--- src/crb_mem.sv ---
// Single-port-write, registered-read synchronous RAM for the ring slots.
module crb_mem #(
	parameter int WIDTH = 8,
	parameter int DEPTH = 16
) (
	input  logic                     clk,
	input  logic                     we,
	input  logic [$clog2(DEPTH)-1:0] waddr,
	input  logic [WIDTH-1:0]         wdata,
	input  logic                     re,
	input  logic [$clog2(DEPTH)-1:0] raddr,
	output logic [WIDTH-1:0]         rdata
);

	logic [WIDTH-1:0] mem [DEPTH];

	always_ff @(posedge clk) begin
		if (we) begin
			mem[waddr] <= wdata;
		end
	end

	// hold the last read word until the next read
	always_ff @(posedge clk) begin
		if (re) begin
			rdata <= mem[raddr];
		end
	end

endmodule

--- config.mk ---
export PLATFORM = sky130hd
export DESIGN_NAME = crb_mem
export DESIGN_NICKNAME = d
export VERILOG_FILES = /design/src/crb_mem.sv
export SDC_FILE = /design/constraint.sdc
export NUM_CORES = 1
export LEC_CHECK = 0
export BUFFER_PORTS_ARGS = -buffer_cell sky130_fd_sc_hd__buf_2
export CAP_MARGIN = 20
export CORE_ASPECT_RATIO = 1.4
export CORE_MARGIN = 2
export CORE_UTILIZATION = 45
export CTS_CLUSTER_DIAMETER = 40
export DETAILED_ROUTE_END_ITERATION = 8
export PLACE_DENSITY = 0.74
export SLEW_MARGIN = 30
export SYNTH_ARGS = -nofsm -noshare
export SYNTH_HDL_FRONTEND = slang
export SYNTH_SLANG_ARGS = --single-unit
export TNS_END_PERCENT = 30
--- constraint.sdc ---
create_clock -name clk -period 1.7 [get_ports clk]
set_clock_uncertainty 0.1 [all_clocks]
set_input_delay 0.255 -clock clk [delete_from_list [all_inputs] [get_ports clk]]
set_output_delay 0.255 -clock clk [all_outputs]
set_load 0.02 [all_outputs]
Word-level counts from Yosys, hierarchy flattened
Memories as Yosys holds them, arrays and structs flattened. A register that Yosys moved wholly into a read port is not among the register bits.
Cells that the tools add are included.
{"block": "word_totals", "regBits": 0, "ram_bits": 128, "input_bits": 19, "word_cells": 3, "mem_count": 1}
{"name": "mem", "depth": 16, "word_bits": 8, "read_ports": 1, "rd_ports_with_merged_regs": 1, "write_ports": 1, "line": "15", "source": "logic [WIDTH-1:0] mem [DEPTH];"}
{"block": "op_classes", "mux": 2}
{"op": "two-way mux 1 bit", "count": 2}

Logic depth before layout (Yosys ltp)
{"block": "depth", "depth_word": 2, "mapped_depth": 5}

Worst setup path before layout
No wires, ideal clock.
{"block": "synth_timing", "path_type": "input to register", "from": "in waddr[2]", "to": "mem mem[0][0] (enable)", "t_arrival_ns": 1.365, "required_ns": 1.217, "slack_ns": -0.148, "stages": 2, "n_path_buf": 0, "cell_sequence": "or3b_2 -> nor3_1"}
{"item": "from (decl)", "line": "8", "source": "input logic [$clog2(DEPTH)-1:0] waddr,"}
{"item": "to (decl)", "line": "15"}
Straight into the memory's write port.

==> results.sh <==
export IMPL_outcome="complete, no violations"
export IMPL_ant_nets=0
export IMPL_period_share_pct=94.4
export IMPL_grt_pass1_wl_mm=15.3
export IMPL_ir_worst_vdd_mv=0.734
export IMPL_r2r_slack_ns=0.09
export IMPL_firstDrtPassIters=4
export IMPL_tightest_slew_ns=0.369
export IMPL_cp_required_ns=1.74
export IMPL_cp_num_buf_inv=0
export IMPL_holdBufCountCts=0
export IMPL_met3_usage_pct=5.16
export IMPL_hold_path_end="rdata[6]"
export IMPL_crit_path_end_kind="register"
export IMPL_io_pins=27
export IMPL_syn_mean_instance_area_um2=22.8
export IMPL_path_class="reg2reg"
export IMPL_wl_per_cell_um=21.6
export IMPL_initial_core_util_pct=46.1
export IMPL_gp_congestion=0.758
export IMPL_cts_buffers=17
export IMPL_yosysWarnings=0
export IMPL_wl_mm=9.68
export IMPL_power_total_mw=7.51
export IMPL_drtIter0Drc=241
export IMPL_yosysSeqAreaShare_pct=78.1
export IMPL_period_needed_ns=1.61
export IMPL_drt_vias_per_instance=5.49
export IMPL_clk_latency_ns=0.40
export IMPL_path_cells="mux4_2 > a22oi_1 > nand2_1"
export IMPL_clk_pin_slew_ns=0.05
export IMPL_cpPeakStageDelay_ns=0.49
export IMPL_crit_fanout=1
export IMPL_final_setup_viol_count=0
export IMPL_rows=46
export IMPL_hold_class="in2reg"
export IMPL_grt_pass1_vias=2686
export IMPL_antenna_found_initial=0
export IMPL_whs_path_depth=1
export IMPL_io_buffers=26
export IMPL_slew_headroom_pct=75.4
export IMPL_cp_depth=3
export IMPL_hpwlAfterDp_mm=6.50
export IMPL_grt_overflow=0
export IMPL_cts_buffer_depth=2
export IMPL_worstPathArrival_ns=1.65
export IMPL_cts_sinks=136
export IMPL_final_cell_mix="edfxtp_1, buf_2, buf_4"
export IMPL_max_freq_ghz=0.623
export IMPL_p_leak_nw=2.14
export IMPL_start_kind="register"
export IMPL_fillers=808
export IMPL_synth_fp_nets=248
export IMPL_final_util_pct=55.1
export IMPL_area_delta_synth_final_pct=19.6
export IMPL_post_route_drc_count=0
export IMPL_critPathTopFamily="multiplexers"
export IMPL_grt_max_degree=17
export IMPL_dr_total_vias=2454
export IMPL_rsz0062_at_grt="false"
export IMPL_cts_resized=0
export IMPL_syn_inst=229
export IMPL_hp_start="re"
export IMPL_r2r_end="rdata[4]"
export IMPL_cts_setup_buffers=0
export IMPL_syn_area_mm2=0.00523
export IMPL_synth_distinct_cells=18
export IMPL_core_area_mm2=0.0113
export IMPL_r2r_cells=3
export IMPL_final_layout_size_suffix_gt1_share_pct=32.7
export IMPL_drv_slew=0
export IMPL_met1_usage_pct=22.2
export IMPL_die_w_um=95.1
export IMPL_final_hold_viol_count=0
export IMPL_r2r_start="mem[3][4]"
export IMPL_layout_nets=310
export IMPL_cap_violations=0
export IMPL_synth_seq_cells=136
export IMPL_die_h_um=132
export IMPL_cts_root_buf="clkbuf_16"
export IMPL_busiest_layer="met2"
export IMPL_powerDensity_mw_per_mm2=1200
export IMPL_slowest_stage="mux4_2"
export IMPL_htree_levels=4
export IMPL_num_antenna_cells=0
export IMPL_layout_commonest_cell="edfxtp_1"
export IMPL_cts_tree="built"
export IMPL_grt_use_met2_pct=27.5
export IMPL_dieArea_mm2=0.0125
export IMPL_grt_use_total_pct=17.2
[how the worst max path moves through the flow]
| stage | startpoint | end | slack, ns |
|---|---|---|---|
| floorplan | raddr[0] | rdata[1] | 0.06 |
| global placement | raddr[0] | rdata[3] | -0.17 |
| detailed placement | raddr[0] | rdata[1] | -0.21 |
| CTS | mem[3][4] | rdata[4] | 0.10 |
| global route | mem[1][0] | rdata[0] | 0.03 |
| finish | mem[3][4] | rdata[4] | 0.09 |
[power by group]
group | switching [mW] | internal, mW
combinational | 0.213 | 0.163
clock | 1.22 | 2.11
sequential | 0.0167 | 3.78
total | 1.45 | 6.06
[synth_stat cells]
cell | number | area, um^2
buf_4 | 1 | 7.51
nor3_1 | 4 | 20.0
buf_2 | 3 | 15.0
mux4_1 | 14 | 368
a22oi_1 | 16 | 120
buf_6 | 3 | 33.8
nor2b_1 | 1 | 6.26
nand3b_1 | 2 | 15.0
edfxtp_1 | 136 | 4080
nand3_1 | 1 | 5.00
nand2_1 | 9 | 33.8
and2b_1 | 1 | 7.51
nand2b_1 | 2 | 12.5
clkdlybuf4s25_2 | 3 | 30.0
nor2_1 | 13 | 48.8
or3b_2 | 1 | 8.76
mux4_2 | 18 | 405
and2_1 | 1 | 6.26
[area by class of cell]
type / instances / area, um^2 / share of cell area [%]
Sequential cell: 136 / 4080 / 65.3
Multi-Input combinational cell: 83 / 1060 / 17.0
Timing Repair Buffer: 53 / 383 / 6.12
Clock buffer: 19 / 433 / 6.92
Clock inverter: 12 / 110 / 1.76
Tap cell: 144 / 180 / 2.88
[cell families after synthesis]
group	count (synthesis)	synth area share, %
buffers and inverters	10	1.65
multiplexers	32	14.8
AO/OA/AOI/OAI	16	2.30
AND/OR/NAND/NOR	35	3.14
flip-flops	136	78.1
[sequential cells by signal (all words and copies together) (netlist names)]
signal  cells
rdata       8
mem       128
[layer usage]
metal  up-vias  wire length (um)
met3        18               503
met5         -                 0
li1       1102                 -
met1      1255              3860
met4         0               191
met2        79              5120
[metrics by stage]
| step | std cells | instance area (um^2) | setup slack (ns) | hold slack (ns) | TNS, ns |
|---|---|---|---|---|---|
| floorplan | 229 | 5230 | 0.0626 | 0.254 | 0 |
| global placement | 416 | 5710 | -0.175 | 0.517 | -1.13 |
| detailed placement | 416 | 5710 | -0.211 | 0.502 | -1.32 |
| CTS | 447 | 6250 | 0.105 | 0.0764 | 0 |
| global route | 447 | 6250 | 0.0320 | 0.0810 | 0 |
| finish | 447 | 6250 | 0.0947 | 0.0912 | 0 |
No activity file was read; power rests on OpenSTA's default activity.
